==> src/rtl/core/rtps_pkg.sv <==
`timescale 1ns / 1ps
// ----------------------------------------------------------------------------
// rtps_pkg
// Widths and constants shared by the run/pattern stream statistics block and
// its channel interfaces.
// ----------------------------------------------------------------------------
package rtps_pkg;

    localparam int unsigned SampleW  = 31;  // data value
    localparam int unsigned StartW   = 16;  // block-relative position
    localparam int unsigned LenW     = 17;  // run length
    localparam int unsigned TotalW   = 48;  // global saturating counters
    localparam int unsigned BlkTripW = 16;  // per-block triple counter
    localparam int unsigned BlkPatW  = 14;  // per-block pattern counter
    localparam int unsigned ProgW    = 3;   // pattern match progress

    // Longest block; the item at index MaxBlock-1 closes the block.
    localparam int unsigned MaxBlock = 65536;

    // Pattern is 0,1,2,...,PatternLen-1: element k equals k.
    localparam logic [ProgW-1:0] PatternLen = 3'd6;

endpackage

==> src/rtl/core/rtps_item_if.sv <==
`timescale 1ns / 1ps
// ----------------------------------------------------------------------------
// rtps_item_if
// Input channel: one sample value and its end-of-block flag per transfer.
// ----------------------------------------------------------------------------
interface rtps_item_if;
    import rtps_pkg::*;

    logic               valid;
    logic               ready;
    logic [SampleW-1:0] sample_value;
    logic               block_end;

    modport source (output valid, output sample_value, output block_end, input ready);
    modport sink   (input valid, input sample_value, input block_end, output ready);

endinterface

==> src/rtl/core/rtps_result_if.sv <==
`timescale 1ns / 1ps
// ----------------------------------------------------------------------------
// rtps_result_if
// Result channel: global longest run and saturating totals, one per block.
// ----------------------------------------------------------------------------
interface rtps_result_if;
    import rtps_pkg::*;

    logic               valid;
    logic               ready;
    logic [StartW-1:0]  best_run_start;
    logic [LenW-1:0]    best_run_length;
    logic [SampleW-1:0] best_run_value;
    logic [TotalW-1:0]  triple_total;
    logic [TotalW-1:0]  pattern_total;

    modport source (
        output valid, output best_run_start, output best_run_length,
        output best_run_value, output triple_total, output pattern_total,
        input  ready
    );
    modport sink (
        input  valid, input best_run_start, input best_run_length,
        input  best_run_value, input triple_total, input pattern_total,
        output ready
    );

endinterface

==> src/rtl/core/run_triple_pattern_stream_stats.sv <==
`timescale 1ns / 1ps
// ----------------------------------------------------------------------------
// run_triple_pattern_stream_stats
// Longest run of equal values, equal-triple count and 0..5 pattern count over
// a blocked value stream, merged into global totals at every block end.
// ----------------------------------------------------------------------------
//  channel    dir  payload                                         per transfer
//  i_item     in   sample_value[30:0], block_end                   one value
//  o_result   out  best_run_start/length/value, triple/pattern_tot  one block end
//
//  Throughput: one value per cycle unless a block-closing value waits on a busy
//  result register; the limit is the single state update stage, which retires
//  one value each cycle. Result path: a block's last value passes the input
//  register, then the state update writes its result into the result register.
//  Reset: synchronous, active low; all statistics restart from zero.
//  Stalls: only a block-closing value waits for a busy result register; other
//  values keep flowing while a result sits untaken on o_result.
// ----------------------------------------------------------------------------
module run_triple_pattern_stream_stats (
    input  logic           i_clk,
    input  logic           i_rst_n,
    rtps_item_if.sink      i_item,
    rtps_result_if.source  o_result
);
    import rtps_pkg::*;

    // ---------------- input register ----------------
    logic               r_in_valid;
    logic [SampleW-1:0] r_in_value;
    logic               r_in_last;

    // ---------------- block state ----------------
    logic [SampleW-1:0]  r_prev;
    logic [LenW-1:0]     r_run_len;
    logic [1:0]          r_run_mod3;     // run length mod 3, tracked alongside
    logic [StartW-1:0]   r_run_start;
    logic [StartW-1:0]   r_index;
    logic [LenW-1:0]     r_bbest_len;
    logic [StartW-1:0]   r_bbest_start;
    logic [SampleW-1:0]  r_bbest_value;
    logic [BlkTripW-1:0] r_btrip;
    logic [ProgW-1:0]    r_prog;
    logic [BlkPatW-1:0]  r_bpat;

    // ---------------- global state ----------------
    logic [StartW-1:0]  r_gbest_start;
    logic [LenW-1:0]    r_gbest_len;
    logic [SampleW-1:0] r_gbest_value;
    logic [TotalW-1:0]  r_gtrip;
    logic [TotalW-1:0]  r_gpat;

    // ---------------- result register ----------------
    logic               r_out_valid;
    logic [StartW-1:0]  r_out_start;
    logic [LenW-1:0]    r_out_len;
    logic [SampleW-1:0] r_out_value;
    logic [TotalW-1:0]  r_out_trip;
    logic [TotalW-1:0]  r_out_pat;

    // ---------------- next values ----------------
    logic                forced_end;
    logic                blk_last;
    logic                out_free;
    logic                advance;
    logic                fire;
    logic                restart;
    logic                run_sat;
    logic [LenW-1:0]     n_run_len;
    logic [1:0]          n_run_mod3;
    logic [StartW-1:0]   n_run_start;
    logic [BlkTripW-1:0] n_btrip;
    logic                best_upd;
    logic [LenW-1:0]     n_bbest_len;
    logic [StartW-1:0]   n_bbest_start;
    logic [SampleW-1:0]  n_bbest_value;
    logic                pat_hit;
    logic [ProgW-1:0]    prog_inc;
    logic [ProgW-1:0]    n_prog;
    logic [BlkPatW-1:0]  n_bpat;
    logic                gbest_upd;
    logic [TotalW:0]     trip_sum;
    logic [TotalW:0]     pat_sum;
    logic [TotalW-1:0]   n_gtrip;
    logic [TotalW-1:0]   n_gpat;

    // Block closes on the flag or when the position reaches the block limit.
    assign forced_end = (32'(r_index) + 32'd1) >= 32'(MaxBlock);
    assign blk_last   = r_in_last || forced_end;
    assign out_free   = !r_out_valid || o_result.ready;
    // The held value moves on unless it closes a block and the result slot
    // is still occupied.
    assign advance    = !blk_last || out_free;
    assign fire       = r_in_valid && advance;

    assign i_item.ready = !r_in_valid || advance;

    // ---- run tracking ----
    always_comb begin
        restart     = (r_index == '0) || (r_run_len == '0) || (r_in_value != r_prev);
        run_sat     = (r_run_len == {LenW{1'b1}});
        n_run_len   = r_run_len;
        n_run_mod3  = r_run_mod3;
        n_run_start = r_run_start;
        if (restart) begin
            n_run_len   = LenW'(1);
            n_run_mod3  = 2'd1;
            n_run_start = r_index;
        end else if (!run_sat) begin
            n_run_len  = r_run_len + LenW'(1);
            n_run_mod3 = (r_run_mod3 == 2'd2) ? 2'd0 : r_run_mod3 + 2'd1;
        end

        // each third element of a run closes a non-overlapping triple
        n_btrip = r_btrip;
        if (n_run_mod3 == 2'd0 && r_btrip != {BlkTripW{1'b1}}) begin
            n_btrip = r_btrip + BlkTripW'(1);
        end

        // strictly longer only: earliest run keeps ties
        best_upd      = n_run_len > r_bbest_len;
        n_bbest_len   = best_upd ? n_run_len   : r_bbest_len;
        n_bbest_start = best_upd ? n_run_start : r_bbest_start;
        n_bbest_value = best_upd ? r_in_value  : r_bbest_value;
    end

    // ---- pattern 0,1,2,3,4,5 ----
    always_comb begin
        pat_hit  = (r_prog < PatternLen) && (r_in_value == SampleW'(r_prog));
        prog_inc = r_prog + ProgW'(1);
        n_bpat   = r_bpat;
        if (pat_hit) begin
            n_prog = prog_inc;
            if (prog_inc == PatternLen) begin
                n_prog = '0;
                if (r_bpat != {BlkPatW{1'b1}}) begin
                    n_bpat = r_bpat + BlkPatW'(1);
                end
            end
        end else begin
            // a mismatching zero starts a new match
            n_prog = (r_in_value == '0) ? ProgW'(1) : '0;
        end
    end

    // ---- merge into global totals ----
    always_comb begin
        gbest_upd = n_bbest_len > r_gbest_len;
        trip_sum  = {1'b0, r_gtrip} + (TotalW + 1)'(n_btrip);
        pat_sum   = {1'b0, r_gpat}  + (TotalW + 1)'(n_bpat);
        n_gtrip   = trip_sum[TotalW] ? {TotalW{1'b1}} : trip_sum[TotalW-1:0];
        n_gpat    = pat_sum[TotalW]  ? {TotalW{1'b1}} : pat_sum[TotalW-1:0];
    end

    // input register
    always_ff @(posedge i_clk) begin
        if (!i_rst_n) begin
            r_in_valid <= 1'b0;
        end else if (i_item.ready) begin
            r_in_valid <= i_item.valid;
        end
    end

    always_ff @(posedge i_clk) begin
        if (i_item.valid && i_item.ready) begin
            r_in_value <= i_item.sample_value;
            r_in_last  <= i_item.block_end;
        end
    end

    // block and global state
    always_ff @(posedge i_clk) begin
        if (!i_rst_n) begin
            r_prev        <= '0;
            r_run_len     <= '0;
            r_run_mod3    <= '0;
            r_run_start   <= '0;
            r_index       <= '0;
            r_bbest_len   <= '0;
            r_bbest_start <= '0;
            r_bbest_value <= '0;
            r_btrip       <= '0;
            r_prog        <= '0;
            r_bpat        <= '0;
            r_gbest_start <= '0;
            r_gbest_len   <= '0;
            r_gbest_value <= '0;
            r_gtrip       <= '0;
            r_gpat        <= '0;
        end else if (fire) begin
            r_prev <= r_in_value;
            if (!blk_last) begin
                r_run_len     <= n_run_len;
                r_run_mod3    <= n_run_mod3;
                r_run_start   <= n_run_start;
                r_index       <= r_index + StartW'(1);
                r_bbest_len   <= n_bbest_len;
                r_bbest_start <= n_bbest_start;
                r_bbest_value <= n_bbest_value;
                r_btrip       <= n_btrip;
                r_prog        <= n_prog;
                r_bpat        <= n_bpat;
            end else begin
                if (gbest_upd) begin
                    r_gbest_start <= n_bbest_start;
                    r_gbest_len   <= n_bbest_len;
                    r_gbest_value <= n_bbest_value;
                end
                r_gtrip       <= n_gtrip;
                r_gpat        <= n_gpat;
                // fresh block
                r_run_len     <= '0;
                r_run_mod3    <= '0;
                r_run_start   <= '0;
                r_index       <= '0;
                r_bbest_len   <= '0;
                r_bbest_start <= '0;
                r_bbest_value <= '0;
                r_btrip       <= '0;
                r_prog        <= '0;
                r_bpat        <= '0;
            end
        end
    end

    // result register
    always_ff @(posedge i_clk) begin
        if (!i_rst_n) begin
            r_out_valid <= 1'b0;
        end else if (fire && blk_last) begin
            r_out_valid <= 1'b1;
        end else if (o_result.ready) begin
            r_out_valid <= 1'b0;
        end
    end

    always_ff @(posedge i_clk) begin
        if (fire && blk_last) begin
            r_out_start <= gbest_upd ? n_bbest_start : r_gbest_start;
            r_out_len   <= gbest_upd ? n_bbest_len   : r_gbest_len;
            r_out_value <= gbest_upd ? n_bbest_value : r_gbest_value;
            r_out_trip  <= n_gtrip;
            r_out_pat   <= n_gpat;
        end
    end

    assign o_result.valid           = r_out_valid;
    assign o_result.best_run_start  = r_out_start;
    assign o_result.best_run_length = r_out_len;
    assign o_result.best_run_value  = r_out_value;
    assign o_result.triple_total    = r_out_trip;
    assign o_result.pattern_total   = r_out_pat;

endmodule

==> src/flat_wrapper.sv <==
// flat-port wrapper written by rule: the top's interface ports become plain ports
module run_triple_pattern_stream_stats_flat import rtps_pkg::*;
  (i_clk, i_rst_n, i_item_valid, i_item_sample_value, i_item_block_end, i_item_ready, o_result_valid, o_result_best_run_start, o_result_best_run_length, o_result_best_run_value, o_result_triple_total, o_result_pattern_total, o_result_ready);
  rtps_item_if i_item_i ();
  rtps_result_if o_result_i ();
  input  logic i_clk;
  input  logic i_rst_n;
  input wire logic [$bits(i_item_i.valid)-1:0] i_item_valid;
  input wire logic [$bits(i_item_i.sample_value)-1:0] i_item_sample_value;
  input wire logic [$bits(i_item_i.block_end)-1:0] i_item_block_end;
  output wire logic [$bits(i_item_i.ready)-1:0] i_item_ready;
  output wire logic [$bits(o_result_i.valid)-1:0] o_result_valid;
  output wire logic [$bits(o_result_i.best_run_start)-1:0] o_result_best_run_start;
  output wire logic [$bits(o_result_i.best_run_length)-1:0] o_result_best_run_length;
  output wire logic [$bits(o_result_i.best_run_value)-1:0] o_result_best_run_value;
  output wire logic [$bits(o_result_i.triple_total)-1:0] o_result_triple_total;
  output wire logic [$bits(o_result_i.pattern_total)-1:0] o_result_pattern_total;
  input wire logic [$bits(o_result_i.ready)-1:0] o_result_ready;
  assign i_item_i.valid = i_item_valid;
  assign i_item_i.sample_value = i_item_sample_value;
  assign i_item_i.block_end = i_item_block_end;
  assign i_item_ready = i_item_i.ready;
  assign o_result_valid = o_result_i.valid;
  assign o_result_best_run_start = o_result_i.best_run_start;
  assign o_result_best_run_length = o_result_i.best_run_length;
  assign o_result_best_run_value = o_result_i.best_run_value;
  assign o_result_triple_total = o_result_i.triple_total;
  assign o_result_pattern_total = o_result_i.pattern_total;
  assign o_result_i.ready = o_result_ready;
  run_triple_pattern_stream_stats u_core (.i_clk(i_clk), .i_rst_n(i_rst_n), .i_item(i_item_i), .o_result(o_result_i));
endmodule
==> config.mk <==
export PLATFORM = sky130hd
export DESIGN_NAME = run_triple_pattern_stream_stats_flat
export DESIGN_NICKNAME = d
export VERILOG_FILES = /design/src/rtl/core/rtps_pkg.sv /design/src/rtl/core/rtps_item_if.sv /design/src/rtl/core/rtps_result_if.sv /design/src/rtl/core/run_triple_pattern_stream_stats.sv /design/src/flat_wrapper.sv
export SDC_FILE = /design/constraint.sdc
export NUM_CORES = 1
export LEC_CHECK = 0
export BUFFER_PORTS_ARGS = -buffer_cell sky130_fd_sc_hd__buf_2
export CAP_MARGIN = 20
export CORE_MARGIN = 2
export CORE_UTILIZATION = 45
export CTS_CLUSTER_DIAMETER = 30
export DETAILED_ROUTE_END_ITERATION = 10
export GPL_TIMING_DRIVEN = 0
export PLACE_DENSITY = 0.6
export SLEW_MARGIN = 0
export SYNTH_ARGS = -nofsm -noshare
export SYNTH_HDL_FRONTEND = slang
export SYNTH_SLANG_ARGS = --single-unit
==> constraint.sdc <==
create_clock -name i_clk -period 9.9 [get_ports i_clk]
set_input_delay 0.99 -clock i_clk [delete_from_list [all_inputs] [get_ports i_clk]]
set_output_delay 0.99 -clock i_clk [all_outputs]
set_load 0.1 [all_outputs]
==> metrics, run 1 <==
Top delay family on crit path=simple AND/OR/NAND/NOR gates; CTS tree=done; Filler Cell Count=4981; clock tree sinks=533; Avg WL per Cell=20.4 µm; Vias=22000; Root Buffer=clkbuf_16; yosys warns=0; Distinct cells, synth=74; die width=243 µm; # Max-Cap Violations=0; gr ovfl total=0; vias per cell=5.74; Clock H-tree levels=3; setup_tns=0 ns; DRT iter0 DRCs=1514; Cells after Synth=2652; #FFs+latches synth=533; slew margin rel.=21.6%; # rows=87; Yosys top cell area share=26.6%; Core Area=0.0564 mm²; Finished Layout Cells=3835; post-synthesis simple-gate area fraction=15.8%; Slew Viols, Final=0; hold-fix buffers at CTS=0; area taken by multi-input logic gates=0.0122 mm²; Routed Wire Length=78100 µm; post_cts resized=0; layout cells sized above 1=16.4%; Req. time, crit path=10.26 ns; post-CTS setup buffers=0; pre-CTS WS=1.60 ns; antenna viol nets, final=0; full die area=0.0589 mm²; Die H=243 µm; CTS Buf Count=117; Syn Area/Cell=9.66 µm²; register area=0.0126 mm²; Synth Area in XOR/XNOR=5.47%; first-pass GRT wire length=122000 µm; worst vdd ir=0.188 mV; Pleak=12.8 nW; delay of the slowest critical-path stage=0.86 ns; CP max FO=10; total track usage=26.1%; largest net degree at the start of global routing=59; largest family of logic cells by synthesized area=compound AO/OA/AOI/OAI gates; nature of the critical path startpoint=flip-flop; Syn Std Cell Area=0.0256 mm²; sequential-to-total area share from yosys stat=49.1%; CP cell instances=xor2_1, nor4_1, nand4_1, or3_1, buf_2, buf_1, nor2_1, ha_1, a21oi_1, o21ai_0, a2111o_1, a22oi_1, nor3_1, a21oi_1, inv_1, ha_1, nand2_1, nor4_1, a21boi_0, nor4bb_1, or2_2, clkbuf_1, clkbuf_1, mux2_2; Hold Crit Class=flip-flop to flip-flop; worst path bufs/invs=5; RSZ-0062 raised after global routing=no; clk_lat worst skew=0.67 ns; PD cells=245 mW/mm²; worst setup margin=1.43 ns; RD Place Congestion=0.932; Worst setup EP type=flip-flop; crit path DAT=8.83 ns; Hold Fails Final Rpt=0; Remaining DRCs=0; fin area=0.0320 mm²; slowest CP cell=clkbuf_1; vias in the first global route=21700; post-synthesis adder-cell area fraction=3.67%; post-synthesis mux area share=4.35%; placed insts=3612; Mapped Nets=2762; initial antenna violation count=2; initial core utilization=45.5%; Reg clk slew, reported paths=0.05 ns; I/O pin count=198; port bufs=196; kind of critical path=flip-flop to flip-flop; final net count=3085; EDFF count, synth=192; complex-gate fraction of the synthesized area=18.0%; Synth async-reset ratio=0%; Primary FF master, synth=dfxtp_1; Slew @ Worst Pin=1.16 ns; Longest Clk Path Bufs=3; Clock Skew=0.0489 ns; Setup violations, final=0; minimum clock period=8.47 ns; status=complete, no violations; hpwl dp=56000 µm; area grow syn2layout=24.9%; Synth area leader=dfxtp_1; first drt pass iteration count=5; Fmax achieved=0.118 GHz; FF-to-FF setup slack=1.43 ns; Placed Area=0.0277 mm²; period utilisation layout=85.5%; Synth area leaders=dfxtp_1 27%, edfxtp_1 22%, nand2_1 4.3%, a21oi_1 4.1%, ha_1 3.5%
-- logic make-up (layout without fill, tap and decap cells) --
family / after synthesis / after routing
AND/OR/NAND/NOR: 845 / 845
other: 0 / 1
XOR/XNOR: 160 / 160
AO/OA/AOI/OAI: 704 / 704
flip-flops: 533 / 533
multiplexers: 105 / 105
adder cells (fa/ha/maj): 74 / 74
buffers and inverters: 231 / 657
-- final timing paths --
check | start | endpoint | cells past startpoint
setup / recovery | u_core.r_in_value[7] | u_core.o_result.best_run_length[6] | 24
hold / removal | u_core.r_gbest_start[9] | u_core.r_gbest_start[9] | 2
setup reg to reg | u_core.r_in_value[7] | u_core.o_result.best_run_length[6] | 24
hold reg to reg | u_core.r_gbest_start[9] | u_core.r_gbest_start[9] | 2
-- power breakdown --
part	switching (mW)	internal, mW
Sequential	0.0594	2.43
Combinational	0.920	0.284
Clock	1.31	2.84
Total	2.29	5.55
-- Yosys cell counts, drive strengths merged (5+ instances only) --
master  number
dfxtp      341
nand2      293
a21oi      209
edfxtp     192
nor2       171
o21ai      153
clkbuf     125
xnor2       86
a22o        85
nand3       74
xor2        74
ha          72
inv         72
nor3        67
mux2i       55
and3        54
mux2        50
a31oi       49
nand4       48
nor4        40
buf         33
a311oi      31
o21a        26
and4        25
and2        23
a22oi       18
a211oi      16
a21o        16
a211o       14
or3         13
nand2b      12
o211a       12
o211ai      11
o31ai       11
o21ba        9
a21boi       5
o31a         5
or4          5
-- flip-flops by register name, indices dropped and copies added, names as in the netlist, 17 cells and up --
signal	count
u_core.o_result.triple_total	48
u_core.r_gbest_value	31
u_core.r_in_value	31
u_core.o_result.pattern_total	48
u_core.o_result.best_run_length	17
u_core.o_result.best_run_value	31
u_core.r_gpat	48
u_core.r_bbest_value	31
u_core.r_gbest_len	17
u_core.r_prev	31
u_core.r_run_len	17
u_core.r_gtrip	48
u_core.r_bbest_len	17
-- per-stage QoR --
stage / util (%) / power, mW / hold slack, ns
2_1_floorplan: - / 3.33 / 0.426
3_3_place_gp: 48.9 / 3.71 / 0.440
3_5_place_dp: 49.1 / 3.72 / 0.443
4_1_cts: 56.7 / 7.90 / 0.450
5_1_grt: 56.7 / 8.09 / 0.468
6_report: 56.7 / 7.84 / 0.449
-- worst register-to-register path, cell delays in order (launching register included) --
cell and delay [ns]:
edfxtp_1 0.51, xor2_1 0.19, nor4_1 0.43, nand4_1 0.17, or3_1 0.43, buf_2 0.23
buf_1 0.26, nor2_1 0.32, ha_1 0.31, a21oi_1 0.14, o21ai_0 0.11, a2111o_1 0.47
a22oi_1 0.82, nor3_1 0.11, a21oi_1 0.44, inv_1 0.09, ha_1 0.30, nand2_1 0.13
nor4_1 0.07, a21boi_0 0.15, nor4bb_1 0.50, or2_2 0.20, clkbuf_1 0.46, clkbuf_1 0.86
mux2_2 0.46
-- routing by layer --
layer  up-vias  GRT usage [%]  wire (µm)
met2       761           44.5      37500
met1     10600           32.9      33400
li1      10500              -          -
met5         -              0          0
met3       186           4.30       4570
met4         0           10.5       2670
-- layout make-up --
cell class / count / area share, %
antenna: 1 / 0.00782
clock buffer: 141 / 10.0
buffer: 158 / 1.96
multi-input combinational: 1888 / 38.0
inverter: 73 / 0.856
clock inverter: 81 / 3.41
sequential: 533 / 39.4
tap: 756 / 2.96
timing repair buffer: 204 / 3.46
-- cell usage in the layout, fill, tap and decap left out, types with 16 or more instances in the layout --
cell type | Yosys | layout
clkbuf_1 | 125 | 136
a211oi_1 | 16 | 16
a21oi_1 | 209 | 209
a22o_1 | 85 | 85
and2_1 | 23 | 23
mux2i_1 | 55 | 55
o21ai_0 | 151 | 151
nand3_1 | 74 | 74
and4_1 | 24 | 24
a311oi_1 | 30 | 30
and3_1 | 54 | 54
buf_2 | 15 | 213
a22oi_1 | 18 | 18
xor2_1 | 74 | 74
nor3_1 | 66 | 66
ha_1 | 72 | 72
bufinv_16 | 0 | 20
dfxtp_1 | 341 | 341
nand2_1 | 293 | 293
a21o_1 | 16 | 16
a31oi_1 | 49 | 49
buf_1 | 16 | 16
o21a_1 | 26 | 26
nor2_1 | 171 | 171
nor4_1 | 39 | 39
edfxtp_1 | 192 | 192
mux2_2 | 50 | 50
nand4_1 | 48 | 48
clkbuf_16 | 0 | 123
xnor2_1 | 86 | 86
inv_1 | 72 | 72
Note: power is estimated with default switching activity, not from simulation.
==> run 2, diff against run 1 <==
--- a/config.mk
+++ b/config.mk
@@ -7,6 +7,7 @@
 export LEC_CHECK = 0
 export BUFFER_PORTS_ARGS = -buffer_cell sky130_fd_sc_hd__buf_2
 export CAP_MARGIN = 20
+export CORE_ASPECT_RATIO = 1.25
 export CORE_MARGIN = 2
 export CORE_UTILIZATION = 45
 export CTS_CLUSTER_DIAMETER = 30
==> constraint.sdc (replaced) <==
create_clock -name i_clk -period 9.9 [get_ports i_clk]
set_input_delay 0.495 -clock i_clk [delete_from_list [all_inputs] [get_ports i_clk]]
set_output_delay 0.495 -clock i_clk [all_outputs]
set_load 0.1 [all_outputs]
==> metrics, run 2 (synthesized netlist as in run 1, its figures left out) <==
Setup violations, final=0; Hold Fails Final Rpt=0; full die area=0.0589 mm²; CTS tree=done; commonest non-fill, non-tap cell in the layout=dfxtp_1; clk_lat worst skew=0.64 ns; Hold Crit Class=input pin to flip-flop; Root Buffer=clkbuf_16; RD Place Congestion=0.939; Remaining DRCs=0; Pleak=12.5 nW; Core Area=0.0562 mm²; largest net degree at the start of global routing=71; Req. time, crit path=10.34 ns; clock tree sinks=533; Worst setup EP type=flip-flop; Max Used Layer=met4; minimum clock period=9.06 ns; Routed Wire Length=79200 µm; period utilisation layout=91.5%; layout cells sized above 1=15.9%; I/O pin count=198; Clock H-tree levels=3; first-pass GRT wire length=123000 µm; WL met3=4040 µm; RSZ-0062 raised after global routing=no; slew margin rel.=25.7%; Reg clk slew, reported paths=0.05 ns; met1 WL=30200 µm; gr ovfl total=0; PD cells=236 mW/mm²; vias in the first global route=22200; Longest Clk Path Bufs=3; port bufs=196; commonest cells after routing, fill and taps aside=341 x dfxtp_1, 293 x nand2_1, 211 x buf_2; kind of critical path=flip-flop to flip-flop; vias per cell=5.80; CTS Buf Count=103; nature of the critical path startpoint=flip-flop; # Max-Cap Violations=0; hpwl dp=57500 µm; Vias=22000; worst vdd ir=0.165 mV; placed insts=3597; antenna viol nets, final=0; Die H=271 µm; Clock Skew=0.0201 ns; Slew @ Worst Pin=1.11 ns; area grow syn2layout=22.8%; power consumption=7.43 mW; status=complete, no violations; initial core utilization=45.6%; routed wl met2=41000 µm; # rows=97; Slew Viols, Final=0; Avg WL per Cell=20.9 µm; DRT iter0 DRCs=1762; Filler Cell Count=4947; register area=0.0126 mm²; crit path DAT=9.50 ns; first drt pass iteration count=6; die width=217 µm; post_cts resized=0; Finished Layout Cells=3796; total track usage=26.7%; area taken by multi-input logic gates=0.0122 mm²; Fin Hold WS=0.0293 ns; initial antenna violation count=1; final net count=3072; CP max FO=10; Fmax achieved=0.110 GHz
-- run 2: cell count changes in the layout (fill, tap and decap cells not counted), sizes merged --
cell / before / now
buf: 237 / 236
bufinv: 20 / 17
clkbuf: 266 / 247
clkinv: 34 / 29
clkinvlp: 15 / 9
dlygate4sd3: 0 / 2
inv: 85 / 92
-- run 2: cell type report --
class	count	share of cell area, %
flip-flops and latches	533	40.0
multi-input cells	1888	38.6
clock buffers	122	9.01
repair buffers	205	3.57
clock inverters	74	3.01
well taps	742	2.95
plain buffers	158	1.99
inverters	73	0.870
diodes	1	0.00795
-- run 2: layer usage --
layer / vias up / global-route usage, %
li1: 10400 / -
met1: 10600 / 29.5
met2: 827 / 49.0
met3: 192 / 3.78
met4: 0 / 14.6
met5: - / 0
-- run 2: path summary, 6_finish.rpt --
path | cells after the start | slack [ns] | start | to
max | 25 | 0.84 | u_core.r_in_value[23] | u_core.o_result.best_run_value[18]
min | 1 | 0.03 | i_item_sample_value[16] | u_core.r_in_value[16]
min reg2reg | 2 | 0.45 | u_core.r_gbest_start[14] | u_core.r_gbest_start[14]
max reg2reg | 25 | 0.84 | u_core.r_in_value[23] | u_core.o_result.best_run_value[18]
-- run 2: timing repair --
action,4_1_cts,5_1_grt
hold buffers,2,0
endpoints found under the hold margin,2,0
setup buffers,0,0
setup endpoints to repair,0,0
-- run 2: stage by stage --
| stage | setup WS [ns] | utilization [%] | cell area (µm²) | setup TNS [ns] |
|---|---|---|---|---|
| after floorplan | 3.09 | - | 25600 | 0 |
| after global placement | -0.230 | 49.0 | 27500 | -24.32 |
| after global routing | 0.442 | 56.0 | 31500 | 0 |
| after detailed placement | 0.973 | 49.3 | 27700 | 0 |
| final | 0.845 | 56.0 | 31500 | 0 |
| after CTS | 0.894 | 56.0 | 31500 | 0 |
-- run 2: critical path, stage by stage (launching register included) --
cell      delay [ns]
edfxtp_1        0.50
xor2_1          0.24
nor4_1          0.57
nand4_1         0.20
or3_1           0.46
buf_2           0.24
buf_1           0.28
nor2_1          0.33
ha_1            0.20
nand4_1         0.22
nor3_1          0.39
a21boi_0        0.30
a22o_1          0.18
clkbuf_1        0.61
mux2_2          0.44
ha_1            0.32
a21oi_1         0.16
nand2_1         0.06
a21oi_1         0.38
nor4bb_1        0.46
or2_2           0.18
clkbuf_1        0.53
clkbuf_1        0.85
clkbuf_1        0.46
nand2_1         0.13
o21ai_0         0.15
-- run 2: where the power goes --
part | switching (mW) | internal, mW
Combinational | 0.914 | 0.285
Clock | 1.24 | 2.51
Sequential | 0.0577 | 2.43
